$ cat config.mk
export PLATFORM = sky130hd
export DESIGN_NAME = tick_driven_melody_sequencer_flat
export DESIGN_NICKNAME = d
export VERILOG_FILES = /design/src/design/tdms_pkg.sv /design/src/design/tdms_if.sv /design/src/design/tdms_note_mem.sv /design/src/design/tdms_player.sv /design/src/design/tick_driven_melody_sequencer.sv /design/src/flat_wrapper.sv
export SDC_FILE = /design/constraint.sdc
export NUM_CORES = 2
export LEC_CHECK = 0
export BUFFER_PORTS_ARGS = -buffer_cell sky130_fd_sc_hd__buf_2
export CAP_MARGIN = 30
export CORE_MARGIN = 3
export CORE_UTILIZATION = 55
export DETAILED_ROUTE_END_ITERATION = 10
export GPL_ROUTABILITY_DRIVEN = 0
export PLACE_DENSITY = 0.74
export SLEW_MARGIN = 15
export SYNTH_ARGS = -nofsm -noshare
export SYNTH_HDL_FRONTEND = slang
export SYNTH_HIERARCHICAL = 1
export SYNTH_SLANG_ARGS = --single-unit
$ cat constraint.sdc
create_clock -name clk -period 7.6 [get_ports clk]
set_input_delay 1.52 -clock clk [delete_from_list [all_inputs] [get_ports clk]]
set_output_delay 1.52 -clock clk [all_outputs]
set_load 0.005 [all_outputs]
$ cat src/design/tdms_pkg.sv
// Shared types, constants and the decode function of the melody sequencer.
`default_nettype none

package tdms_pkg;

	// Store and counter geometry
	localparam int NOTE_DEPTH_DEF = 64;
	localparam int NOTE_W         = 16;
	localparam int IDX_W          = 7;
	localparam int IDX_SPAN       = 1 << IDX_W;
	localparam int COUNT_W        = 24;
	localparam int RATE_W         = 16;
	localparam int BR_W           = 12;
	localparam int RHS_W          = BR_W + RATE_W;
	localparam int LHS_W          = COUNT_W + 10;
	localparam int PERIOD_W       = 20;
	localparam int COMPARE_W      = 19;

	localparam logic [RATE_W-1:0]   TICK_RATE_RST = RATE_W'(100);
	localparam logic [COUNT_W-1:0]  COUNT_MAX     = '1;
	localparam logic [LHS_W-1:0]    MS_PER_S      = LHS_W'(1000);
	localparam int                  TIMER_CLK_HZ  = 1000000;
	localparam logic [PERIOD_W-1:0] SILENT_PERIOD = PERIOD_W'(TIMER_CLK_HZ / 1 - 1);

	// Request type codes
	localparam logic REQ_TICK = 1'b0;
	localparam logic REQ_LOAD = 1'b1;

	// Sequencer states
	typedef enum logic [2:0] {
		S_IDLE,
		S_READ,
		S_MUL,
		S_FIN
	} seq_state_t;

	typedef struct packed {
		logic [4:0] tens;
		logic [3:0] units;
	} digits_t;

	// Beat lengths in milliseconds
	localparam logic [7:0] BEAT_MS [7] = '{
		8'd0, 8'd62, 8'd94, 8'd125, 8'd125, 8'd187, 8'd250
	};

	// Timer periods per {octave, step}; step zero is silence
	localparam logic [PERIOD_W-1:0] PERIOD_TAB [24] = '{
		SILENT_PERIOD,
		PERIOD_W'(TIMER_CLK_HZ / 261 - 1),  PERIOD_W'(TIMER_CLK_HZ / 293 - 1),
		PERIOD_W'(TIMER_CLK_HZ / 329 - 1),  PERIOD_W'(TIMER_CLK_HZ / 349 - 1),
		PERIOD_W'(TIMER_CLK_HZ / 391 - 1),  PERIOD_W'(TIMER_CLK_HZ / 440 - 1),
		PERIOD_W'(TIMER_CLK_HZ / 493 - 1),
		SILENT_PERIOD,
		PERIOD_W'(TIMER_CLK_HZ / 523 - 1),  PERIOD_W'(TIMER_CLK_HZ / 587 - 1),
		PERIOD_W'(TIMER_CLK_HZ / 659 - 1),  PERIOD_W'(TIMER_CLK_HZ / 698 - 1),
		PERIOD_W'(TIMER_CLK_HZ / 783 - 1),  PERIOD_W'(TIMER_CLK_HZ / 880 - 1),
		PERIOD_W'(TIMER_CLK_HZ / 987 - 1),
		SILENT_PERIOD,
		PERIOD_W'(TIMER_CLK_HZ / 1046 - 1), PERIOD_W'(TIMER_CLK_HZ / 1174 - 1),
		PERIOD_W'(TIMER_CLK_HZ / 1318 - 1), PERIOD_W'(TIMER_CLK_HZ / 1396 - 1),
		PERIOD_W'(TIMER_CLK_HZ / 1567 - 1), PERIOD_W'(TIMER_CLK_HZ / 1760 - 1),
		PERIOD_W'(TIMER_CLK_HZ / 1975 - 1)
	};

	// Split a byte into decimal tens and units (x*205>>11 is exact below 1029)
	function automatic digits_t split_digits(input logic [7:0] code);
		logic [15:0] prod;
		logic [7:0]  tens_x10;
		digits_t     d;
		prod     = 16'(code) * 16'd205;
		d.tens   = prod[15:11];
		tens_x10 = 8'(d.tens) * 8'd10;
		d.units  = 4'(code - tens_x10);
		return d;
	endfunction

endpackage

`default_nettype wire

$ cat src/design/tdms_if.sv
// Request and result channel interfaces of the melody sequencer.
`default_nettype none

interface tdms_req_if;
	logic       valid;
	logic       ready;
	logic       req_type;
	logic [5:0] note_addr;
	logic [7:0] pitch_code;
	logic [7:0] duration_code;
	logic       play_enable;
	logic [5:0] first_note;
	logic [5:0] last_note;

	modport source (
		output valid, req_type, note_addr, pitch_code, duration_code,
		       play_enable, first_note, last_note,
		input  ready
	);
	modport sink (
		input  valid, req_type, note_addr, pitch_code, duration_code,
		       play_enable, first_note, last_note,
		output ready
	);
endinterface

interface tdms_rsp_if;
	logic        valid;
	logic        ready;
	logic        tone_write;
	logic [19:0] timer_period;
	logic [18:0] timer_compare;
	logic        playing;

	modport source (
		output valid, tone_write, timer_period, timer_compare, playing,
		input  ready
	);
	modport sink (
		input  valid, tone_write, timer_period, timer_compare, playing,
		output ready
	);
endinterface

`default_nettype wire

$ cat src/design/tdms_note_mem.sv
// Note store: single-port-write, registered-read memory of note entries.
`default_nettype none

module tdms_note_mem #(
	parameter int NOTE_DEPTH = 64,
	localparam int AW = $clog2(NOTE_DEPTH)
) (
	input  wire logic                        clk,
	input  wire logic                        we,
	input  wire logic [AW-1:0]               waddr,
	input  wire logic [tdms_pkg::NOTE_W-1:0] wdata,
	input  wire logic [AW-1:0]               raddr,
	output logic      [tdms_pkg::NOTE_W-1:0] rdata
);
	import tdms_pkg::*;

	logic [NOTE_W-1:0] mem_q [NOTE_DEPTH];
	logic [NOTE_W-1:0] rdata_q;

	// Write one entry, read one entry through a registered read port
	always_ff @(posedge clk) begin
		if (we) begin
			mem_q[waddr] <= wdata;
		end
		rdata_q <= mem_q[raddr];
	end

	assign rdata = rdata_q;

endmodule

`default_nettype wire

$ cat src/design/tdms_player.sv
// Playback sequencer: request control, note decode, threshold compare, result register.
`default_nettype none

module tdms_player #(
	parameter int NOTE_DEPTH = 64,
	localparam int AW = $clog2(NOTE_DEPTH)
) (
	input  wire logic                        clk,
	input  wire logic                        arst_n,
	input  wire logic [tdms_pkg::RATE_W-1:0] tick_rate,
	tdms_req_if.sink                         req,
	tdms_rsp_if.source                       rsp,
	output logic                             mem_we,
	output logic      [AW-1:0]               mem_waddr,
	output logic      [tdms_pkg::NOTE_W-1:0] mem_wdata,
	output logic      [AW-1:0]               mem_raddr,
	input  wire logic [tdms_pkg::NOTE_W-1:0] mem_rdata
);
	import tdms_pkg::*;

	seq_state_t state_q, state_d;

	logic accept;
	logic fin_go;

	// Latched request fields
	logic       req_type_q;
	logic       en_q;
	logic [5:0] first_q;
	logic [5:0] last_q;

	// Playback state
	logic               playing_q;
	logic [IDX_W-1:0]   note_index_q;
	logic [COUNT_W-1:0] tick_count_q;

	// Pipeline registers
	logic [BR_W-1:0]     br_s1;
	logic [LHS_W-1:0]    lhs_s1;
	logic [PERIOD_W-1:0] period_s1;
	logic [RHS_W-1:0]    rhs_s2;
	logic [LHS_W-1:0]    lhs_s2;
	logic [PERIOD_W-1:0] period_s2;

	// Result register
	logic                out_valid_q;
	logic                tone_write_q;
	logic [PERIOD_W-1:0] period_q;
	logic                playing_out_q;

	// Decode of the fetched entry
	digits_t    pitch_dg;
	digits_t    dur_dg;
	logic [1:0] octave;
	logic [2:0] step;
	logic [2:0] beat;

	// Commit values
	logic                fin_wr;
	logic [PERIOD_W-1:0] fin_period;
	logic                fin_playing;
	logic [IDX_W-1:0]    fin_idx;
	logic [COUNT_W-1:0]  fin_count;

	// Index wrap modulo the store depth, constant table
	logic [AW-1:0] wrap_tab [IDX_SPAN];
	for (genvar gi = 0; gi < IDX_SPAN; gi++) begin : g_wrap
		assign wrap_tab[gi] = AW'(gi % NOTE_DEPTH);
	end

	// Next state
	always_comb begin
		state_d = state_q;
		case (state_q)
			S_IDLE:  if (req.valid) state_d = S_READ;
			S_READ:  state_d = S_MUL;
			S_MUL:   state_d = S_FIN;
			S_FIN:   if (!out_valid_q || rsp.ready) state_d = S_IDLE;
			default: state_d = S_IDLE;
		endcase
	end

	// State outputs
	always_comb begin
		req.ready = 1'b0;
		fin_go    = 1'b0;
		case (state_q)
			S_IDLE:  req.ready = 1'b1;
			S_FIN:   fin_go = !out_valid_q || rsp.ready;
			default: begin
				req.ready = 1'b0;
				fin_go    = 1'b0;
			end
		endcase
	end

	assign accept = req.valid && req.ready;

	// Store access: load writes at acceptance, ticks read the current note
	assign mem_we    = accept && (req.req_type == REQ_LOAD);
	assign mem_waddr = wrap_tab[{1'b0, req.note_addr}];
	assign mem_wdata = {req.duration_code, req.pitch_code};
	assign mem_raddr = wrap_tab[note_index_q];

	// Decode pitch and duration digits, clamp out-of-range values
	always_comb begin
		pitch_dg = split_digits(mem_rdata[7:0]);
		dur_dg   = split_digits(mem_rdata[15:8]);
		octave   = (pitch_dg.tens > 5'd2) ? 2'd2 : pitch_dg.tens[1:0];
		step     = (pitch_dg.units > 4'd7) ? 3'd7 : pitch_dg.units[2:0];
		beat     = (dur_dg.tens > 5'd6) ? 3'd6 : dur_dg.tens[2:0];
	end

	// Commit decision for the item in flight
	always_comb begin
		fin_wr      = 1'b0;
		fin_period  = SILENT_PERIOD;
		fin_playing = playing_q;
		fin_idx     = note_index_q;
		fin_count   = tick_count_q;
		if (req_type_q == REQ_TICK) begin
			if (!playing_q) begin
				if (en_q) begin
					fin_playing = 1'b1;
					fin_idx     = {1'b0, first_q};
					fin_count   = '0;
				end
			end else if (en_q) begin
				if (lhs_s2 > LHS_W'(rhs_s2)) begin
					fin_wr     = 1'b1;
					fin_period = period_s2;
					fin_idx    = note_index_q + IDX_W'(1);
					fin_count  = '0;
				end else if (tick_count_q != COUNT_MAX) begin
					fin_count = tick_count_q + COUNT_W'(1);
				end
				// stop once past the inclusive end
				if (fin_idx > {1'b0, last_q}) begin
					fin_playing = 1'b0;
					fin_wr      = 1'b1;
					fin_period  = SILENT_PERIOD;
				end
			end else begin
				fin_playing = 1'b0;
				fin_wr      = 1'b1;
				fin_period  = SILENT_PERIOD;
			end
		end
	end

	// Control state
	always_ff @(posedge clk or negedge arst_n) begin
		if (!arst_n) begin
			state_q      <= S_IDLE;
			playing_q    <= 1'b0;
			note_index_q <= '0;
			tick_count_q <= '0;
			out_valid_q  <= 1'b0;
		end else begin
			state_q <= state_d;
			if (fin_go) begin
				playing_q    <= fin_playing;
				note_index_q <= fin_idx;
				tick_count_q <= fin_count;
				out_valid_q  <= 1'b1;
			end else if (rsp.ready) begin
				out_valid_q <= 1'b0;
			end
		end
	end

	// Hold request fields, run the multiply stages, load the result
	always_ff @(posedge clk) begin
		if (accept) begin
			req_type_q <= req.req_type;
			en_q       <= req.play_enable;
			first_q    <= req.first_note;
			last_q     <= req.last_note;
		end
		if (state_q == S_READ) begin
			br_s1     <= BR_W'(BEAT_MS[beat]) * BR_W'(dur_dg.units);
			lhs_s1    <= LHS_W'(tick_count_q) * MS_PER_S;
			period_s1 <= PERIOD_TAB[{octave, step}];
		end
		if (state_q == S_MUL) begin
			rhs_s2    <= RHS_W'(br_s1) * RHS_W'(tick_rate);
			lhs_s2    <= lhs_s1;
			period_s2 <= period_s1;
		end
		if (fin_go) begin
			tone_write_q  <= fin_wr;
			period_q      <= fin_wr ? fin_period : '0;
			playing_out_q <= fin_playing;
		end
	end

	assign rsp.valid         = out_valid_q;
	assign rsp.tone_write    = tone_write_q;
	assign rsp.timer_period  = period_q;
	assign rsp.timer_compare = period_q[PERIOD_W-1:1];
	assign rsp.playing       = playing_out_q;

endmodule

`default_nettype wire

$ cat src/design/tick_driven_melody_sequencer.sv
// Top level of the tick-driven buzzer melody sequencer.
//
// Load requests write a note entry (pitch byte low, duration byte high) into an
// on-chip note store; tick requests step playback and reprogram the tone timer
// when a note's length is reached or playback stops. Every request, load or
// tick, gives exactly one result. The note store is read at the current note
// index in the cycle a request is accepted. The result register loads after a
// decode stage (tick count times 1000, beat length times repeat), a multiply
// by the tick rate, and a compare-and-commit step. One request is in flight
// at a time, so a new request is not accepted before the previous one is
// through: the next is accepted in the cycle after the previous result is
// registered, while that result may still wait for the consumer. A waiting
// result stalls the commit cycle of the next request. The note store has no
// reset: a tick that plays an entry never loaded yields undefined tone values.
// Write the tick rate only while no request is in flight.
`default_nettype none

module tick_driven_melody_sequencer #(
	parameter int NOTE_DEPTH = tdms_pkg::NOTE_DEPTH_DEF
) (
	input  wire logic                        clk,
	input  wire logic                        arst_n,
	input  wire logic                        cfg_we,
	input  wire logic [tdms_pkg::RATE_W-1:0] cfg_wdata,
	tdms_req_if.sink                         req,
	tdms_rsp_if.source                       rsp
);
	import tdms_pkg::*;

	localparam int AW = $clog2(NOTE_DEPTH);

	logic [RATE_W-1:0] tick_rate_q;
	logic              mem_we;
	logic [AW-1:0]     mem_waddr;
	logic [NOTE_W-1:0] mem_wdata;
	logic [AW-1:0]     mem_raddr;
	logic [NOTE_W-1:0] mem_rdata;

	// Tick rate register
	always_ff @(posedge clk or negedge arst_n) begin
		if (!arst_n) begin
			tick_rate_q <= TICK_RATE_RST;
		end else if (cfg_we) begin
			tick_rate_q <= cfg_wdata;
		end
	end

	tdms_player #(
		.NOTE_DEPTH(NOTE_DEPTH)
	) u_player (
		.clk       (clk),
		.arst_n    (arst_n),
		.tick_rate (tick_rate_q),
		.req       (req),
		.rsp       (rsp),
		.mem_we    (mem_we),
		.mem_waddr (mem_waddr),
		.mem_wdata (mem_wdata),
		.mem_raddr (mem_raddr),
		.mem_rdata (mem_rdata)
	);

	tdms_note_mem #(
		.NOTE_DEPTH(NOTE_DEPTH)
	) u_note_mem (
		.clk   (clk),
		.we    (mem_we),
		.waddr (mem_waddr),
		.wdata (mem_wdata),
		.raddr (mem_raddr),
		.rdata (mem_rdata)
	);

endmodule

`default_nettype wire
$ cat src/flat_wrapper.sv
// flat-port wrapper written by rule: the top's interface ports become plain ports
module tick_driven_melody_sequencer_flat import tdms_pkg::*;
#(
	parameter int NOTE_DEPTH = tdms_pkg::NOTE_DEPTH_DEF
)
  (clk, arst_n, cfg_we, cfg_wdata, req_valid, req_req_type, req_note_addr, req_pitch_code, req_duration_code, req_play_enable, req_first_note, req_last_note, req_ready, rsp_valid, rsp_tone_write, rsp_timer_period, rsp_timer_compare, rsp_playing, rsp_ready);
  tdms_req_if req_i ();
  tdms_rsp_if rsp_i ();
  input  wire logic clk;
  input  wire logic arst_n;
  input  wire logic cfg_we;
  input  wire logic [tdms_pkg::RATE_W-1:0] cfg_wdata;
  input wire logic [$bits(req_i.valid)-1:0] req_valid;
  input wire logic [$bits(req_i.req_type)-1:0] req_req_type;
  input wire logic [$bits(req_i.note_addr)-1:0] req_note_addr;
  input wire logic [$bits(req_i.pitch_code)-1:0] req_pitch_code;
  input wire logic [$bits(req_i.duration_code)-1:0] req_duration_code;
  input wire logic [$bits(req_i.play_enable)-1:0] req_play_enable;
  input wire logic [$bits(req_i.first_note)-1:0] req_first_note;
  input wire logic [$bits(req_i.last_note)-1:0] req_last_note;
  output wire logic [$bits(req_i.ready)-1:0] req_ready;
  output wire logic [$bits(rsp_i.valid)-1:0] rsp_valid;
  output wire logic [$bits(rsp_i.tone_write)-1:0] rsp_tone_write;
  output wire logic [$bits(rsp_i.timer_period)-1:0] rsp_timer_period;
  output wire logic [$bits(rsp_i.timer_compare)-1:0] rsp_timer_compare;
  output wire logic [$bits(rsp_i.playing)-1:0] rsp_playing;
  input wire logic [$bits(rsp_i.ready)-1:0] rsp_ready;
  assign req_i.valid = req_valid;
  assign req_i.req_type = req_req_type;
  assign req_i.note_addr = req_note_addr;
  assign req_i.pitch_code = req_pitch_code;
  assign req_i.duration_code = req_duration_code;
  assign req_i.play_enable = req_play_enable;
  assign req_i.first_note = req_first_note;
  assign req_i.last_note = req_last_note;
  assign req_ready = req_i.ready;
  assign rsp_valid = rsp_i.valid;
  assign rsp_tone_write = rsp_i.tone_write;
  assign rsp_timer_period = rsp_i.timer_period;
  assign rsp_timer_compare = rsp_i.timer_compare;
  assign rsp_playing = rsp_i.playing;
  assign rsp_i.ready = rsp_ready;
  tick_driven_melody_sequencer #(.NOTE_DEPTH(NOTE_DEPTH)) u_core (.clk(clk), .arst_n(arst_n), .cfg_we(cfg_we), .cfg_wdata(cfg_wdata), .req(req_i), .rsp(rsp_i));
endmodule
* Yosys cells after proc, flatten, opt, wreduce, memory -nomap -nowiden
Memories as Yosys holds them, arrays and structs flattened. A register that Yosys moved wholly into a read port is not among the register bits.
Cells that the tools add are included.
** Storage, ports and cells
- Memory bits (writable) :: 1024
- Bits in read-only memories :: 2240
- Output and inout bits :: 43
- Memories kept :: 5
- Flip-flop bits (word level) :: 210
- Input bits :: 57
** Memories
- u_core.u_note_mem.mem_q :: depth 64, bits a word 16, read ports 1, clocked after Yosys merged registers in 1, wr ports 1, line tdms_note_mem.sv:17 : logic [NOTE_W-1:0] mem_q [NOTE_DEPTH];
- (no name shown) :: depth 128, bits a word 6, read ports 1, clocked after Yosys merged registers in 0, wr ports 0, line tdms_player.sv:103 : assign mem_raddr = wrap_tab[note_index_q];
- (no name shown) :: depth 128, bits a word 6, read ports 1, clocked after Yosys merged registers in 0, wr ports 0, line tdms_player.sv:101 : assign mem_waddr = wrap_tab[{1'b0, req.note_addr}];
- (no name shown) :: depth 32, bits a word 20, read ports 1, clocked after Yosys merged registers in 1, wr ports 0, line tdms_player.sv:183 : period_s1 <= PERIOD_TAB[{octave, step}];
- (no name shown) :: depth 8, bits a word 8, read ports 1, clocked after Yosys merged registers in 0, wr ports 0, line tdms_player.sv:181 : br_s1 <= BR_W'(BEAT_MS[beat]) * BR_W'(dur_dg.units);
** Cells by class
- $add $sub $neg :: 4
- $mul :: 7
- Equal/unequal tests :: 7
- Multiplexer cells :: 45
- Reductions and logical operators :: 10
- Magnitude comparators :: 8
- Bitwise operators :: 9
** Operator list (count)
- $mux W24 :: 5
- $mux W20 :: 5
- $mux W7 :: 7
- $gt A34 B28 Y1 :: 1
- $mul A8 B8 Y16 const B :: 2
- $mul A24 B7 Y31 const B :: 1
- $mul A12 B16 Y28 :: 1
- $add A24 B1 Y24 const B :: 1
- $mux W6 :: 4
- $ne A24 B24 Y1 const B :: 1
- $ge A8 B8 Y1 const B :: 2
- $mux W1 :: 16
- $mux W8 :: 2
- $mul A8 B4 Y12 :: 1
- $mux W3 :: 4
- $pmux W3 S4 :: 1
- $mul A5 B3 Y3 const B :: 2
- $not A6 Y8 :: 1
- $not A7 Y8 :: 1
- $sub A4 B4 Y4 :: 2
- $add A7 B1 Y7 const B :: 1
- $gt A7 B6 Y1 :: 1
- $eq A3 B2 Y1 const B :: 2
- $not A5 Y6 :: 1
- other kinds (19) :: 25

* Depth between registers and ports, before layout
- Depth after elaboration :: 12
- Depth in mapped cells :: 34

* Modules after synthesis
The synthesis kept the hierarchy.
** Modules (own cells, without submodules)
- tdms_note_mem :: cells an instance 1829, times used 1, area each 40042.2 µm²
- tdms_player :: cells an instance 2092, times used 1, area each 21536.9 µm²
- tick_driven_melody_sequencer :: cells an instance 34, times used 1, area each 653.1 µm²

* Worst setup path before layout
OpenSTA, ideal clock, no wires.
- Kind :: flip-flop to flip-flop
- Start :: register u_core.u_note_mem.rdata_q[9], in the netlist u_core/u_note_mem/rdata[9] (read register of u_core.u_note_mem.mem_q)
- End :: register u_core.u_player.br_s1[11], data pin
- Setup time :: 258 ps
- Period minus slack after synthesis :: 7456 ps
- Stages on the path, launching flop included :: 34
- Arrival time :: 7199 ps
- Buffers on the path :: 0
- Setup slack :: 144 ps
- Cells stage by stage :: dfxtp_1 ha_1 xor2_1 ha_1 fa_1 inv_1 fa_1 inv_1 ha_1 a21o_1 a21oi_1 o21ai_0 a21oi_1 xor2_1 inv_1 ha_1 fa_1 xnor2_1 xnor2_1 xnor2_1 nand2_1 fa_1 inv_1 fa_1 ha_1 a21o_1 a21oi_1 o21bai_1 a21oi_1 o21bai_1 a21oi_1 o21bai_1 a21oi_1 xnor2_1
** On the way
- Longest elaborated chain between the ends :: 8
** RTL lines
- start: declaration :: line tdms_note_mem.sv:18 : logic [NOTE_W-1:0] rdata_q;
- parallel branches: the longest is 7 deep, another holds $mul A8 B8 Y16
- $mul A8 B4 Y12 * :: line tdms_player.sv:181
- end signal: assignment :: line tdms_player.sv:181
- end: declaration :: line tdms_player.sv:38 : logic [BR_W-1:0] br_s1;
Mark *: on every way between the ends. The select of a mux whose other input is x is not followed.
A chain may end at the register's enable or synchronous reset.

* Worst setup path after layout
- Start :: register u_core.u_note_mem.rdata_q[9], in the netlist u_core/u_note_mem/rdata[9] (read register of u_core.u_note_mem.mem_q)
- End :: register u_core.u_player.br_s1[10], data pin
Same word-level chain as after synthesis.

==> flow_metrics.env <==
export IMPL_status="complete, no violations"
export IMPL_relSlewSlack_pct=31.64
export IMPL_track_usage_pct=23.62
export IMPL_fp_row_count=122
export IMPL_drtIter0Drc=3155
export IMPL_max_cap_violations=0
export IMPL_async_flop_share_pct=4.087
export IMPL_drive_gt1_share_pct=17.43
export IMPL_reg2reg_to="u_core/u_player/br_s1[10]$_DFFE_PP_"
export IMPL_port_buffers=93
export IMPL_hold_start="u_core/u_player/lhs_s1[29]$_DFFE_PP_"
export IMPL_via_count=33770
export IMPL_holdPathStages=0
export IMPL_final_cell_mix="1181 x edfxtp_1, 387 x inv_1, 277 x ha_1, 258 x fa_1, 248 x nand2_1"
export IMPL_syn_to_final_growth_pct=10.33
export IMPL_antenna_found_initial=5
export IMPL_syn_inst=3955
export IMPL_vias_per_cell=5.937
export IMPL_dieArea_mm2=0.1172
export IMPL_synth_seq_cells=1248
export IMPL_dp_hpwl_um=84910
export IMPL_rrSetupSlack_ps=380
export IMPL_use_met1_pct=32.25
export IMPL_use_met2_pct=39.23
export IMPL_fp_dieW_um=342.4
export IMPL_htreeDepth=4
export IMPL_numCtsBuffers=131
export IMPL_grt_pass1_wl_um=209300
export IMPL_setup_viol=0
export IMPL_synthFlopType="edfxtp_1"
export IMPL_cp_startpoint="u_core/u_note_mem/rdata[9]$_DFF_P_"
export IMPL_final_max_slew_viol_count=0
export IMPL_io_pins=100
export IMPL_syn_avg_cell_area_um2=15.74
export IMPL_grt_overflow=0
export IMPL_hold_end="u_core/u_player/lhs_s2[29]$_DFFE_PP_"
export IMPL_synth_edf_count=1181
export IMPL_fin_skew_ps=40.98
export IMPL_grt_pass1_vias=35189
export IMPL_crit_fanout=6
export IMPL_final_common_cell="edfxtp_1"
export IMPL_routedWlPerCell_um=23.75
export IMPL_max_stage_delay_ps=500
export IMPL_coreArea_mm2=0.1114
export IMPL_clockBufferDepth=3
export IMPL_synth_cell_area_mm2=0.06223
export IMPL_crit_slowest_cell="fa_1"
export IMPL_n_fill_cell=8025
export IMPL_drt_total_wl_um=135100
export IMPL_clk_pin_slew_ps=60
export IMPL_cts_root_buf="clkbuf_16"
export IMPL_r2r_worst_path_cells=32
export IMPL_crit_type="reg2reg"
export IMPL_critPathArrivalTime_ps=7670
export IMPL_worstReg2RegStart="u_core/u_note_mem/rdata[9]$_DFF_P_"
export IMPL_finalHoldViolations=0
export IMPL_cts_hold_buf=0
export IMPL_min_period_ps=7216
export IMPL_hold_class="reg2reg"
export IMPL_clk_latency_ps=730
export IMPL_grt_busiest_layer="met2"
export IMPL_grt_use_met3_pct=3.676
export IMPL_yosys_warnings=6
export IMPL_cts_tree="built"
export IMPL_cp_required_ps=8050
export IMPL_fin_crit_sh_pct=94.95
export IMPL_synth_yosys_seq_area_share_pct=59.56
export IMPL_tightest_slew_ps=1022
export IMPL_die_h_um=342.4
export IMPL_synth_cell_types=93
export IMPL_start_kind="flip-flop"
export IMPL_ant_nets=0
export IMPL_endpoint_kind="flip-flop"
export IMPL_grt_max_degree=99
export IMPL_drc=0
export IMPL_start_util_pct=55.85
export IMPL_nets=4699
export IMPL_post_place_ws_ps=-95.35
export IMPL_cpMostUsedCell="inv_1"
export IMPL_fin_ws_ps=383.8
export IMPL_clock_sinks=1248
export IMPL_clock_fmax_mhz=138.6
export IMPL_drt_first_pass_iters=6
layer usage:
metal  up-vias  routed length [um]
li1      14835                   -
met1     17318               53610
met2      1377               66960
met3       240               10260
met4         0                4247
met5         -                   0
registers in the layout, summed over array words and instances, names as in the netlist, 7 cells and up:
register	count
u_core/tick_rate_q	16
u_core/u_note_mem/mem_q	1024
u_core/u_note_mem/rdata	16
u_core/u_player/br_s1	12
u_core/u_player/lhs_s1	31
u_core/u_player/lhs_s2	31
u_core/u_player/note_index_q	7
u_core/u_player/period_s1	13
u_core/u_player/period_s2	13
u_core/u_player/rhs_s2	28
u_core/u_player/rsp.timer_period	13
u_core/u_player/tick_count_q	24
Yosys cell counts (all sizes together), types with 45 or more instances:
cell type	n	area share, %
nor2	159	0.97
edfxtp	1181	57
a21oi	95	0.77
o21ai	54	0.44
inv	388	2.3
nor2b	45	0.45
nand2	250	1.5
ha	282	5.7
and2	88	0.89
buf	138	1.8
mux2	45	0.88
dfrtp	48	1.9
nand3	52	0.42
mux4	224	8.1
xnor2	60	0.87
clkbuf	68	0.43
fa	260	8.4
mux2i	92	1.5
stage by stage:
step | util, % | setup TNS [ps] | instance area (um2) | instances | hold WS, ps
after detailed placement | 57.62 | -111.3 | 64210 | 5443 | 404.5
after floorplan | - | 0 | 62250 | 3960 | 400.3
after CTS | 61.42 | 0 | 68440 | 5676 | 411.3
after global routing | 61.62 | -6.451 | 68660 | 5687 | 415.8
final | 61.62 | 0 | 68660 | 5688 | 413.4
after global placement | 57.54 | 0 | 64120 | 5439 | 400.8
final cells by class:
class / count / area [um2] / area share, %
clock buffer: 162 / 3478 / 5.066
clock inverter: 70 / 737.0 / 1.073
inverter: 388 / 1456 / 2.121
timing repair buffer: 213 / 1529 / 2.227
antenna: 1 / 2.502 / 0.003645
tap: 1488 / 1862 / 2.712
sequential: 1248 / 37080 / 54.00
multi-input combinational: 2118 / 22520 / 32.80
worst max-delay path by stage:
stage,to,slack (ps),cells after the start
after floorplan,u_core/u_player/br_s1[11]$_DFFE_PP_,140,33
after global placement,u_core/u_player/br_s1[11]$_DFFE_PP_,90,33
after detailed placement,u_core/u_player/br_s1[11]$_DFFE_PP_,-100,32
after CTS,u_core/u_player/br_s1[11]$_DFFE_PP_,10,32
after global routing,u_core/u_player/br_s1[10]$_DFFE_PP_,-6,33
final,u_core/u_player/br_s1[10]$_DFFE_PP_,380,32
cell families (layout without fill, tap and decap cells):
group	count (synthesis)	in the layout	synth area share (%)
flip-flops	1248	1248	59.56
AND/OR/NAND/NOR	712	712	5.531
buffers and inverters	594	833	4.524
adder cells (fa/ha/maj)	542	542	14.03
AO/OA/AOI/OAI	395	395	4.367
multiplexers	361	361	10.49
XOR/XNOR	102	102	1.490
other	1	7	0.006026
worst max-delay path: cells and delay by family (launching register included):
| kind | cells | cell delay [ps] |
|---|---|---|
| AO/OA/AOI/OAI | 13 | 2110 |
| XOR/XNOR | 2 | 270 |
| adder cells (fa/ha/maj) | 9 | 3380 |
| buffers and inverters | 5 | 290 |
| flip-flops | 1 | 330 |
| multiplexers | 1 | 120 |
| AND/OR/NAND/NOR | 2 | 420 |
repair_timing:
action	4_1_cts	5_1_grt
endpoints found under the hold margin	0	0
endpoints found under the setup margin	2	4
gates resized for setup	3	18
pin swaps	4	14
setup buffers	1	2
Power is left out: the tool's default activity adds up to more than one toggle a clock period on the data nets, which glitch-free logic cannot reach.
